`src/sv/rqms_pkg.sv`:
```
`timescale 1ns / 1ps
`default_nettype none
package rqms_pkg;

  localparam int CORDIC_STEPS = 16;
  localparam int CORNERS      = 4;
  localparam int STEP_W       = $clog2(CORDIC_STEPS);
  localparam int IDX_W        = $clog2(CORNERS);

  localparam logic signed [20:0] TWO_PI_Q16  = 21'sd411775;
  localparam logic signed [20:0] PI_Q16      = 21'sd205887;
  localparam logic signed [20:0] HALF_PI_Q16 = 21'sd102944;
  localparam logic signed [33:0] CORDIC_K_Q30 = 34'sd652032874;
  localparam logic [16:0] GAIN_ONE = 17'd65536;
  // multiple of 2pi that lifts any 32-bit angle to a non-negative value
  localparam logic [32:0] MOD_BIAS = 33'd2147818400;
  // floor(2^51 / 2pi): quotient estimate is exact or one short
  localparam logic signed [33:0] MOD_RECIP = 34'sd5468519977;
  localparam int RECIP_SHIFT = 51;
  localparam int QUOT_W      = 15;
  // angle reduction phases
  localparam int MOD_STEPS = 4;
  localparam logic [STEP_W-1:0] MOD_QUOT = STEP_W'(0);
  localparam logic [STEP_W-1:0] MOD_TAKE = STEP_W'(1);
  localparam logic [STEP_W-1:0] MOD_BACK = STEP_W'(2);
  localparam logic [STEP_W-1:0] MOD_REM  = STEP_W'(3);
  localparam int CNT_W    = 6;

  typedef enum logic [1:0] {
    CMD_TICK   = 2'd0,
    CMD_CORNER = 2'd1,
    CMD_SPEED  = 2'd2
  } cmd_t;

  typedef enum logic [2:0] {
    REG_LEFT  = 3'd0,
    REG_RIGHT = 3'd1,
    REG_DOWN  = 3'd2,
    REG_UP    = 3'd3,
    REG_GAIN  = 3'd4,
    REG_RATE  = 3'd5
  } reg_idx_t;

  typedef enum logic [4:0] {
    OP_NONE, OP_LOAD, OP_DX, OP_DY, OP_ANG, OP_HIT, OP_BX, OP_BY, OP_RX, OP_RY,
    OP_MODI, OP_MOD, OP_FOLD, OP_CORD, OP_SC, OP_REL, OP_P0, OP_P1, OP_P2,
    OP_P3, OP_P4, OP_EMIT
  } op_t;

  typedef enum logic [4:0] {
    S_IDLE, S_DX, S_DY, S_ANG, S_HIT, S_BX, S_BY, S_RX, S_RY, S_MODI, S_MOD,
    S_FOLD, S_CORD, S_SC, S_REL, S_P0, S_P1, S_P2, S_P3, S_P4, S_EMIT
  } state_t;

  typedef struct packed {
    op_t              op;
    logic [IDX_W-1:0] idx;
    logic [STEP_W-1:0] step;
  } dp_cmd_t;

  typedef struct packed {
    logic out_free;
  } dp_stat_t;

  function automatic logic [31:0] sat40(input logic signed [39:0] v);
    if (v > 40'sd2147483647) return 32'h7FFF_FFFF;
    if (v < -40'sd2147483648) return 32'h8000_0000;
    return v[31:0];
  endfunction

  function automatic logic [31:0] atan_q30(input logic [STEP_W-1:0] i);
    case (i)
      0: return 32'd843314857;
      1: return 32'd497837829;
      2: return 32'd263043837;
      3: return 32'd133525159;
      4: return 32'd67021687;
      5: return 32'd33543516;
      6: return 32'd16775851;
      7: return 32'd8388437;
      8: return 32'd4194283;
      9: return 32'd2097149;
      10: return 32'd1048576;
      default: return 32'd1 << (6'd30 - 6'(i));
    endcase
  endfunction

endpackage
`default_nettype wire

```
`src/sv/rqms_ctrl.sv`:
```
`timescale 1ns / 1ps
`default_nettype none
module rqms_ctrl (
  input  wire logic          clk,
  input  wire logic          rst_n,
  input  wire logic          in_valid,
  input  wire logic [1:0]    in_cmd,
  output logic               in_ready,
  input  rqms_pkg::dp_stat_t stat,
  output rqms_pkg::dp_cmd_t  cmd
);

  rqms_pkg::state_t state_r, state_nxt;
  logic [rqms_pkg::CNT_W-1:0] cnt_r, cnt_nxt;

  always_ff @(posedge clk) begin
    if (!rst_n) begin
      state_r <= rqms_pkg::S_IDLE;
      cnt_r   <= '0;
    end else begin
      state_r <= state_nxt;
      cnt_r   <= cnt_nxt;
    end
  end

  always_comb begin
    state_nxt = state_r;
    cnt_nxt   = cnt_r;
    in_ready  = 1'b0;
    cmd.op    = rqms_pkg::OP_NONE;
    cmd.idx   = cnt_r[rqms_pkg::IDX_W-1:0];
    cmd.step  = cnt_r[rqms_pkg::STEP_W-1:0];
    unique case (state_r)
      rqms_pkg::S_IDLE: begin
        in_ready = 1'b1;
        cnt_nxt  = '0;
        if (in_valid) begin
          cmd.op = rqms_pkg::OP_LOAD;
          if (in_cmd == rqms_pkg::CMD_TICK) state_nxt = rqms_pkg::S_DX;
        end
      end
      rqms_pkg::S_DX:  begin cmd.op = rqms_pkg::OP_DX;  state_nxt = rqms_pkg::S_DY;  end
      rqms_pkg::S_DY:  begin cmd.op = rqms_pkg::OP_DY;  state_nxt = rqms_pkg::S_ANG; end
      rqms_pkg::S_ANG: begin cmd.op = rqms_pkg::OP_ANG; state_nxt = rqms_pkg::S_HIT; end
      rqms_pkg::S_HIT: begin
        cmd.op = rqms_pkg::OP_HIT;
        if (cnt_r == rqms_pkg::CNT_W'(rqms_pkg::CORNERS - 1)) begin
          cnt_nxt   = '0;
          state_nxt = rqms_pkg::S_BX;
        end else begin
          cnt_nxt = cnt_r + 1'b1;
        end
      end
      rqms_pkg::S_BX:   begin cmd.op = rqms_pkg::OP_BX;   state_nxt = rqms_pkg::S_BY;   end
      rqms_pkg::S_BY:   begin cmd.op = rqms_pkg::OP_BY;   state_nxt = rqms_pkg::S_RX;   end
      rqms_pkg::S_RX:   begin cmd.op = rqms_pkg::OP_RX;   state_nxt = rqms_pkg::S_RY;   end
      rqms_pkg::S_RY:   begin cmd.op = rqms_pkg::OP_RY;   state_nxt = rqms_pkg::S_MODI; end
      rqms_pkg::S_MODI: begin cmd.op = rqms_pkg::OP_MODI; state_nxt = rqms_pkg::S_MOD;  end
      rqms_pkg::S_MOD: begin
        cmd.op = rqms_pkg::OP_MOD;
        if (cnt_r == rqms_pkg::CNT_W'(rqms_pkg::MOD_STEPS - 1)) begin
          cnt_nxt   = '0;
          state_nxt = rqms_pkg::S_FOLD;
        end else begin
          cnt_nxt = cnt_r + 1'b1;
        end
      end
      rqms_pkg::S_FOLD: begin cmd.op = rqms_pkg::OP_FOLD; state_nxt = rqms_pkg::S_CORD; end
      rqms_pkg::S_CORD: begin
        cmd.op = rqms_pkg::OP_CORD;
        if (cnt_r == rqms_pkg::CNT_W'(rqms_pkg::CORDIC_STEPS - 1)) begin
          cnt_nxt   = '0;
          state_nxt = rqms_pkg::S_SC;
        end else begin
          cnt_nxt = cnt_r + 1'b1;
        end
      end
      rqms_pkg::S_SC:  begin cmd.op = rqms_pkg::OP_SC;  state_nxt = rqms_pkg::S_REL; end
      rqms_pkg::S_REL: begin cmd.op = rqms_pkg::OP_REL; state_nxt = rqms_pkg::S_P0;  end
      rqms_pkg::S_P0:  begin cmd.op = rqms_pkg::OP_P0;  state_nxt = rqms_pkg::S_P1;  end
      rqms_pkg::S_P1:  begin cmd.op = rqms_pkg::OP_P1;  state_nxt = rqms_pkg::S_P2;  end
      rqms_pkg::S_P2:  begin cmd.op = rqms_pkg::OP_P2;  state_nxt = rqms_pkg::S_P3;  end
      rqms_pkg::S_P3:  begin cmd.op = rqms_pkg::OP_P3;  state_nxt = rqms_pkg::S_P4;  end
      rqms_pkg::S_P4:  begin cmd.op = rqms_pkg::OP_P4;  state_nxt = rqms_pkg::S_EMIT; end
      rqms_pkg::S_EMIT: begin
        if (stat.out_free) begin
          cmd.op = rqms_pkg::OP_EMIT;
          if (cnt_r == rqms_pkg::CNT_W'(rqms_pkg::CORNERS - 1)) begin
            cnt_nxt   = '0;
            state_nxt = rqms_pkg::S_IDLE;
          end else begin
            cnt_nxt   = cnt_r + 1'b1;
            state_nxt = rqms_pkg::S_REL;
          end
        end
      end
      default: state_nxt = rqms_pkg::S_IDLE;
    endcase
  end

endmodule
`default_nettype wire

```
`config.mk`:
```
export PLATFORM = sky130hd
export DESIGN_NAME = rqms_ctrl
export DESIGN_NICKNAME = d
export VERILOG_FILES = /design/src/sv/rqms_pkg.sv /design/src/sv/rqms_ctrl.sv
export SDC_FILE = /design/constraint.sdc
export NUM_CORES = 1
export LEC_CHECK = 0
export BUFFER_PORTS_ARGS = -buffer_cell sky130_fd_sc_hd__buf_2
export CAP_MARGIN = 30
export CELL_PAD_IN_SITES_DETAIL_PLACEMENT = 1
export CELL_PAD_IN_SITES_GLOBAL_PLACEMENT = 2
export CORE_ASPECT_RATIO = 1.25
export CORE_MARGIN = 2
export CORE_UTILIZATION = 30
export CTS_CLUSTER_SIZE = 16
export DETAILED_ROUTE_END_ITERATION = 10
export PLACE_DENSITY_LB_ADDON = 0.1
export SYNTH_ARGS = -nofsm -noshare
export SYNTH_HDL_FRONTEND = slang
export SYNTH_SLANG_ARGS = --single-unit
export TNS_END_PERCENT = 5
```
`constraint.sdc`:
```
create_clock -name clk -period 3 [get_ports clk]
set_clock_uncertainty 0.1 [all_clocks]
set_input_delay 0.15 -clock clk [delete_from_list [all_inputs] [get_ports clk]]
set_output_delay 0.15 -clock clk [all_outputs]
set_load 0.01 [all_outputs]
```
==> results of run 1 <==
-- layer usage --
metal / wire [um] / global-route usage / part of all wire
met1: 1022 / 0.1780 / 0.42
met2: 1351 / 0.3009 / 0.55
met3: 27 / 0.01364 / 0.011
met4: 55 / 0.07692 / 0.022
met5: 0 / 0 / 0
-- per-stage QoR --
step	hold WS [ns]	power [mW]	utilization	cell area, um^2	worst slack, ns
after global routing	0.08489	0.3452	0.3435	1002	0.6245
after CTS	0.07319	0.3284	0.3435	1002	0.7508
after detailed placement	0.3736	0.2198	0.3345	975.9	0.7735
after global placement	0.3740	0.2195	0.3345	975.9	0.7788
final	0.07028	0.3234	0.3435	1002	0.7904
after floorplan	0.1638	0.2001	-	914.6	1.062
-- cells by family (layout without fill, tap and decap cells) --
family | count (synthesis) | count (layout) | synth area share
flip-flops | 11 | 11 | 0.2408
adder cells (fa/ha/maj) | 1 | 1 | 0.01368
XOR/XNOR | 5 | 5 | 0.04788
multiplexers | 3 | 3 | 0.03283
AO/OA/AOI/OAI | 30 | 30 | 0.2052
buffers and inverters | 14 | 25 | 0.09987
AND/OR/NAND/NOR | 58 | 58 | 0.3598
-- how the worst min path moves through the flow --
| stage | cells past startpoint | end | start |
|---|---|---|---|
| 2_1_floorplan | 2 | state_r[0] | rst_n |
| 3_3_place_gp | 3 | state_r[0] | rst_n |
| 3_5_place_dp | 3 | state_r[0] | rst_n |
| 4_1_cts | 3 | state_r[0] | rst_n |
| 5_1_grt | 3 | state_r[0] | rst_n |
| 6_report | 3 | state_r[0] | rst_n |
-- registers in the layout (all words and copies together), names as in the netlist --
signal / cells
state_r: 5
cnt_r: 6
-- worst reg2reg max path, cell delays in order (launching register included) --
cell	delay [ns]
dfxtp_1	0.44
ha_1	0.30
nand2b_4	0.09
nor4_4	0.26
nor4_1	0.09
or4_1	0.65
mux2i_1	0.17
-- synthesized netlist by cell type, types with 2 or more instances --
cell      instances
o21ai_0           7
or4_1             2
nand2_1          14
a21oi_1           7
mux2i_1           3
nor2_1           17
a211oi_1          4
inv_1             2
o21bai_1          3
a21o_1            3
dfxtp_1          11
o31ai_1           3
nor2b_1           5
clkbuf_1          2
nand3_1           7
buf_4             8
xnor2_1           4
-- cell type report --
class / instances / area (um^2)
clock buffers: 4 / 26.28
fillers: 395 / 1916
inverters: 2 / 7.507
multi-input cells: 97 / 603.1
flip-flops and latches: 11 / 220.2
well taps: 36 / 45.04
repair buffers: 19 / 100.1
-- report_power, final --
| group | internal [mW] | switching [mW] | leakage [nW] |
|---|---|---|---|
| Combinational | 0.0269 | 0.0328 | 0.336 |
| Sequential | 0.149 | 0.00678 | 0.0888 |
| Clock | 0.0515 | 0.0568 | 0.0150 |
| Total | 0.227 | 0.0964 | 0.440 |
-- layout by cell type, fill, tap and decap left out, types with 2 or more instances in the layout --
cell,n
inv_1,2
nand3_1,7
o21ai_0,7
xnor2_1,4
clkbuf_4,3
dfxtp_1,11
o21bai_1,3
buf_2,17
buf_4,2
nor2b_1,5
a211oi_1,4
o31ai_1,3
or4_1,2
a21oi_1,7
nor2_1,17
a21o_1,3
nand2_1,14
mux2i_1,3
==> results.sh, run 1 <==
export IMPL_p_leak_nw=0.4398
export IMPL_max_stage_delay_ns=0.65
export IMPL_path_cells="ha_1 -> nand2b_4 -> nor4_4 -> nor4_1 -> or4_1 -> mux2i_1"
export IMPL_power_density_nw_per_um2=322.7
export IMPL_ys_flop_type="dfxtp_1"
export IMPL_yosys_warnings=0
export IMPL_drt_iter0_markers=12
export IMPL_cp_data_arrival_time_ns=2.26
export IMPL_crit_slowest_cell="or4_1"
export IMPL_slew_headroom=0.6488
export IMPL_antenna_found_initial=0
export IMPL_yosysSeqAreaShare=0.2408
export IMPL_fin_tns_setup_ns=0
export IMPL_period_share=0.7365
export IMPL_syn2layout_area_growth_pct=9.576
export IMPL_die_area_um2=3509
export IMPL_path_class="reg -> reg"
export IMPL_core_area_um2=2918
export IMPL_io_pins=18
export IMPL_setup_viol=0
export IMPL_drtAntennaViolNets=0
export IMPL_clk_latency_ns=0.27
export IMPL_syn_area_um2=914.6
export IMPL_vias_per_cell=5.148
export IMPL_ctsLongestPathBuffers=2
export IMPL_hpwlAfterDp_um=1941
export IMPL_hold_buffers=0
export IMPL_drive_gt1_frac=0.2180
export IMPL_slew_violations=0
export IMPL_wl_um=2456
export IMPL_fin_cells=169
export IMPL_crit_fanout=6
export IMPL_fmaxAchievable_mhz=452.6
export IMPL_die_w_um=53.39
export IMPL_ys_ff_latch=11
export IMPL_outcome="finished, final reports clean"
export IMPL_syn_inst=122
export IMPL_grt_max_degree=18
export IMPL_max_cap_violations=0
export IMPL_tritoncts="done"
export IMPL_cp_data_required_time_ns=3.05
export IMPL_start_kind="flop"
export IMPL_synth_area_top_cells="dfxtp_1 24%, nor2_1 7.0%, buf_4 6.6%"
export IMPL_grt_pass1_vias=916
export IMPL_drt_pre_antenna_iters=2
export IMPL_grt_overflow=0
export IMPL_yosysTopAreaCell="dfxtp_1"
export IMPL_crit_buf_inv=0
export IMPL_syn_nets=129
export IMPL_synth_top_area_share=0.2408
export IMPL_worst_pin_slew_ns=0.5260
export IMPL_io_buffers=17
export IMPL_placed_cells=165
export IMPL_clock_sinks=11
export IMPL_grt_total_usage=0.1624
export IMPL_root_buffer="clkbuf_4"
export IMPL_syn_area_per_cell_um2=7.497
export IMPL_reg2reg_to="state_r[3]"
export IMPL_cts_buffers=3
export IMPL_initial_core_util=0.3135
export IMPL_cp_startpoint="cnt_r[0]"
export IMPL_num_vias=870
export IMPL_worstSetupPathDepth=6
export IMPL_synth_edf_count=0
export IMPL_post_cts_buffers=0
export IMPL_cts_resized_gates=0
export IMPL_r2r_cells=6
export IMPL_hp_class="in -> reg"
export IMPL_grt_pass1_wl_um=4140
export IMPL_rows=22
export IMPL_timing_rr_start="cnt_r[0]"
export IMPL_drt_wirelength_per_cell_um=14.53
export IMPL_nets=141
export IMPL_crit_path_end_kind="flop"
export IMPL_ys_types=37
export IMPL_hold_viol_final=0
export IMPL_reg2reg_slack_ns=0.79
export IMPL_max_vdd_ir_drop_v=0.0001727
export IMPL_critPathCapture="state_r[3]"
export IMPL_die_h_um=65.74
export IMPL_critPathTopFamily="simple AND/OR/NAND/NOR gates"
export IMPL_rsz0062_at_grt="no"
export IMPL_post_route_min_period_ns=2.210
export IMPL_path_clk_slew_ns=0.08
export IMPL_postSynth_asyncResetShare=0
export IMPL_gp_congestion=0.7662
export IMPL_antenna_cells=0
export IMPL_cts_htree_levels=1
export IMPL_drcViolationCount=0
Power figures use the tool's default switching activity.
==> run 2, diff against run 1 <==
- CORE_UTILIZATION: 30 -> 27
- clock period: 3 -> 1.77 ns (I/O delays scaled with it)
==> run 2 against run 1 <==
Fmax grew 22%. The flow now finishes with violations (setup timing). Die area grew 10%. Largest cell class unchanged. Non-clock buffer count grew 27. Sequential power grew 66%. Sequential share of layout area shrank 3.9 points. Hold slack lost 0.013 ns. Clock power grew to 2.6 times the previous value. Wire length grew 16%. Critical endpoint is now state_r[2]. Core utilization grew 4.7 points. Largest power group is now clock. Total power grew 110%. Count of clock-buffer cells in the layout is the same. Critical path depth grew 1.
==> results.sh, run 2 (synthesized netlist as in run 1, its figures left out) <==
export IMPL_layout_commonest_cell="buf_4"
export IMPL_drt_iter0_markers=10
export IMPL_multi_input_area_um2=624.3
export IMPL_root_buffer="clkbuf_8"
export IMPL_cts_buffers=3
export IMPL_max_cap_violations=0
export IMPL_fmaxAchievable_mhz=551.6
export IMPL_layout_setup_ws_ns=-0.04279
export IMPL_post_route_min_period_ns=1.813
export IMPL_crit_path_end_kind="flop"
export IMPL_core_area_um2=3223
export IMPL_hpwlAfterDp_um=2396
export IMPL_slew_headroom=0.7599
export IMPL_grt_max_degree=10
export IMPL_cp_data_required_time_ns=1.85
export IMPL_tritoncts="done"
export IMPL_drcViolationCount=0
export IMPL_largest_reg_flops=6
export IMPL_start_kind="flop"
export IMPL_io_buffers=17
export IMPL_holdWs_ns=0.05718
export IMPL_fin_cells=197
export IMPL_utilization=0.3901
export IMPL_clock_sinks=11
export IMPL_placed_cells=193
export IMPL_power_uw=666.3
export IMPL_power_density_nw_per_um2=529.9
export IMPL_grt_overflow=0
export IMPL_postPlaceCellArea_um2=1195
export IMPL_hold_viol_final=0
export IMPL_path_class="reg -> reg"
export IMPL_gp_congestion=0.7452
export IMPL_drive_gt1_frac=0.3938
export IMPL_ctsLongestPathBuffers=2
export IMPL_drt_wirelength_per_cell_um=14.49
export IMPL_antenna_found_initial=0
export IMPL_regMostFlops="cnt_r"
export IMPL_wl_um=2854
export IMPL_drt_pre_antenna_iters=4
export IMPL_slew_violations=0
export IMPL_vias_per_cell=4.934
export IMPL_num_vias=972
export IMPL_rsz0062_at_grt="yes"
export IMPL_die_area_um2=3872
export IMPL_die_h_um=69.07
export IMPL_rows=23
export IMPL_cp_data_arrival_time_ns=1.90
export IMPL_final_seq_area_um2=227.7
export IMPL_crit_fanout=3
export IMPL_outcome="finished with violations"
export IMPL_drtAntennaViolNets=0
export IMPL_max_vdd_ir_drop_v=0.0002519
export IMPL_pre_cts_ws_ns=-0.06138
export IMPL_p_leak_nw=0.5936
export IMPL_path_clk_slew_ns=0.06
export IMPL_worst_pin_slew_ns=0.3565
export IMPL_grt_pass1_vias=1099
export IMPL_antenna_cells=0
export IMPL_fin_tns_setup_ns=-0.06840
export IMPL_die_w_um=56.06
export IMPL_reg_top3="cnt_r x6, state_r x5"
export IMPL_n_fill_cell=421
export IMPL_clk_latency_ns=0.25
export IMPL_io_pins=18
export IMPL_period_share=1.024
export IMPL_setup_viol=2
export IMPL_cts_htree_levels=1
export IMPL_reg2reg_slack_ns=-0.04
export IMPL_layout_common_cells="28 x buf_4, 17 x nor2_1, 17 x buf_2"
export IMPL_violations="setup timing"
export IMPL_grt_total_usage=0.1625
export IMPL_grt_pass1_wl_um=4968
export IMPL_design_area_um2=1257
export IMPL_syn2layout_area_growth_pct=37.48
export IMPL_hp_class="in -> reg"
export IMPL_initial_core_util=0.2838
export IMPL_nets=168
## run 2: cell type report
class | instances | area share
multi-input cells | 97 | 0.4965
repair buffers | 46 | 0.2438
flip-flops and latches | 11 | 0.1811
well taps | 37 | 0.03682
clock buffers | 4 | 0.03582
inverters | 2 | 0.005970
## run 2: where the power goes
| group | internal [mW] | switching (mW) | total, mW | leakage (nW) |
|---|---|---|---|---|
| clock network | 0.160 | 0.119 | 0.278 | 0.0228 |
| registers | 0.251 | 0.00675 | 0.258 | 0.0911 |
| logic | 0.0622 | 0.0675 | 0.130 | 0.480 |
| total | 0.473 | 0.193 | 0.666 | 0.594 |
## run 2: per-layer routing
| layer | routed length [um] | vias up | part of all wire | GRT usage |
|---|---|---|---|---|
| met1 | 1133 | 458 | 0.40 | 0.1669 |
| li1 | - | 495 | - | - |
| met4 | 65 | 0 | 0.023 | 0.06878 |
| met5 | 0 | - | 0 | 0 |
| met3 | 71 | 6 | 0.025 | 0.02814 |
| met2 | 1583 | 13 | 0.55 | 0.3124 |
## run 2: worst paths after layout
kind            start    endpoint  cells past startpoint
max reg2reg  cnt_r[1]  state_r[2]                      7
min             rst_n  state_r[0]                      3
max          cnt_r[1]  state_r[2]                      7
min reg2reg  cnt_r[5]    cnt_r[5]                      2
## run 2: timing repair
item,CTS,global route
hold buffers,0,0
endpoints found under the hold margin,0,0
resized for setup,2,5
pin swaps,0,0
buffers inserted,0,0
endpoints found under the setup margin,5,10
## run 2: worst max-delay path: stages (launching register included)
cell      delay [ns]
dfxtp_2         0.34
ha_4            0.17
nand2b_4        0.07
nor4_4          0.04
buf_4           0.14
or4b_2          0.60
a21o_1          0.18
mux2i_1         0.11
==> run 3, diff against run 2 <==
==> constraint.sdc (replaced) <==
create_clock -name clk -period 1.77 [get_ports clk]
set_clock_uncertainty 0.1 [all_clocks]
set_input_delay 0.2655 -clock clk [delete_from_list [all_inputs] [get_ports clk]]
set_output_delay 0.2655 -clock clk [all_outputs]
set_load 0.01 [all_outputs]
==> run 3 against run 2 <==
The flow still finishes with violations (setup timing). Core utilization up 2.1 points. First-iteration DRC count grew 60%. Sequential power hardly changed. Largest cell class unchanged.
==> results.sh, run 3 (synthesized netlist as in run 1, its figures left out) <==
export IMPL_clk_latency_ns=0.25
export IMPL_layout_common_cells="32 x buf_4, 17 x buf_2, 14 x nor2_1"
export IMPL_hp_class="in -> reg"
export IMPL_r2r_cells=7
export IMPL_sequentialPowerShare=0.379
export IMPL_antenna_found_initial=0
export IMPL_die_w_um=56.06
export IMPL_tritoncts="done"
export IMPL_hold_viol_final=0
export IMPL_fmaxAchievable_mhz=548.7
export IMPL_drt_pre_antenna_iters=4
export IMPL_worst_pin_slew_ns=0.3588
export IMPL_drt_iter0_markers=16
export IMPL_grt_max_degree=10
export IMPL_max_cap_violations=0
export IMPL_power_uw=681.1
export IMPL_root_buffer="clkbuf_8"
export IMPL_met3_usage=0.02814
export IMPL_path_class="reg -> reg"
export IMPL_cts_htree_levels=1
export IMPL_die_area_um2=3872
export IMPL_utilization=0.4107
export IMPL_p_int_uw=480.8
export IMPL_grt_pass1_vias=1125
export IMPL_fin_cells=201
export IMPL_rows=23
export IMPL_reg_top3="cnt_r x6, state_r x5"
export IMPL_layout_setup_ws_ns=-0.05261
export IMPL_fin_tns_setup_ns=-0.06859
export IMPL_io_pins=18
export IMPL_vias_per_cell=4.905
export IMPL_placed_cells=193
export IMPL_antenna_cells=0
export IMPL_cp_data_arrival_time_ns=1.90
export IMPL_clkPwrFrac=0.412
export IMPL_initial_core_util=0.2838
export IMPL_design_area_um2=1324
export IMPL_reg2reg_slack_ns=-0.05
export IMPL_grtUsageMet1=0.1644
export IMPL_violations="setup timing"
export IMPL_drt_wirelength_per_cell_um=14.59
export IMPL_largest_reg_flops=6
export IMPL_grt_total_usage=0.1655
export IMPL_ctsLongestPathBuffers=2
export IMPL_crit_path_end_kind="flop"
export IMPL_hp_start="rst_n"
export IMPL_clock_sinks=11
export IMPL_gp_congestion=0.7452
export IMPL_cts_buffers=3
export IMPL_switching_share=0.2940
export IMPL_core_area_um2=3223
export IMPL_postPlaceCellArea_um2=1195
export IMPL_path_clk_slew_ns=0.06
export IMPL_regMostFlops="cnt_r"
export IMPL_grt_overflow=0
export IMPL_holdPathStages=3
export IMPL_use_met2=0.3255
export IMPL_p_leak_nw=0.6145
export IMPL_nets=172
export IMPL_grt_pass1_wl_um=5037
export IMPL_rsz0062_at_grt="yes"
export IMPL_drtAntennaViolNets=0
export IMPL_drcViolationCount=0
export IMPL_drive_gt1_frac=0.4695
export IMPL_num_vias=986
export IMPL_p_comb_frac=0.209
export IMPL_slew_headroom=0.7583
export IMPL_slew_violations=0
export IMPL_hold_buffers=0
export IMPL_max_vdd_ir_drop_v=0.0002637
export IMPL_setup_viol=3
export IMPL_syn2layout_area_growth_pct=44.73
export IMPL_reg2reg_to="state_r[2]"
export IMPL_p_switching_uw=200.3
export IMPL_die_h_um=69.07
export IMPL_post_route_min_period_ns=1.823
export IMPL_worstHoldEndpoint="state_r[0]"
export IMPL_crit_fanout=3
export IMPL_layout_commonest_cell="buf_4"
export IMPL_cp_data_required_time_ns=1.85
export IMPL_wl_um=2933
export IMPL_start_kind="flop"
export IMPL_timing_rr_start="cnt_r[1]"
export IMPL_io_buffers=17
export IMPL_power_density_nw_per_um2=514.5
export IMPL_period_share=1.030
export IMPL_hpwlAfterDp_um=2396
export IMPL_outcome="finished with violations"
export IMPL_grt_busiest_layer="met2"
[run 3: cell types whose count changed in the layout (fill, tap and decap cells not counted), sizes merged]
cell  delta
buf      +4
[run 3: metrics by stage]
stage / setup WS (ns) / hold slack, ns
3_5_place_dp: -0.06138 / 0.4428
5_1_grt: -0.08946 / 0.2347
6_report: -0.05261 / 0.2295
3_3_place_gp: -0.007833 / 0.4290
4_1_cts: -0.05964 / 0.2223
2_1_floorplan: -0.04585 / 0.2793
[run 3: worst max-delay path, stage by stage, from the launching register on]
cell,delay [ns]
dfxtp_2,0.34
ha_4,0.17
nand2b_4,0.07
nor4_4,0.04
buf_4,0.14
or4b_2,0.61
a21o_1,0.18
mux2i_1,0.10
[run 3: worst max path at each step]
stage,end,from
after floorplan,state_r[1],cnt_r[1]
after global placement,state_r[1],cnt_r[1]
after detailed placement,state_r[1],cnt_r[1]
after CTS,cmd[6],state_r[3]
after global routing,state_r[1],cnt_r[1]
final,state_r[2],cnt_r[1]
[run 3: timing repair]
item                                    in CTS  in global routing
pin swaps                                    3                  1
buffers inserted                             4                  0
resized for setup                           11                  9
endpoints found under the setup margin       7                 13
[run 3: cell type report]
cell class	instances	area [um^2]
clock buffer	4	45.04
fill	425	1899
tap	37	46.29
inverter	2	7.507
multi-input combinational	97	655.6
timing repair buffer	50	336.6
sequential	11	232.7
[run 3: metal layers]
layer  part of all wire  routed length [um]
met1               0.39                1141
met4              0.022                  65
met2               0.56                1655
met5                  0                   0
met3              0.024                  71
[run 3: power groups by stage]
stage,logic [mW],registers (mW),clock network (mW)
6_report,0.142,0.258,0.281
2_1_floorplan,0.0766,0.264,0
4_1_cts,0.140,0.258,0.289
3_5_place_dp,0.129,0.265,0
3_3_place_gp,0.127,0.265,0
5_1_grt,0.156,0.259,0.299
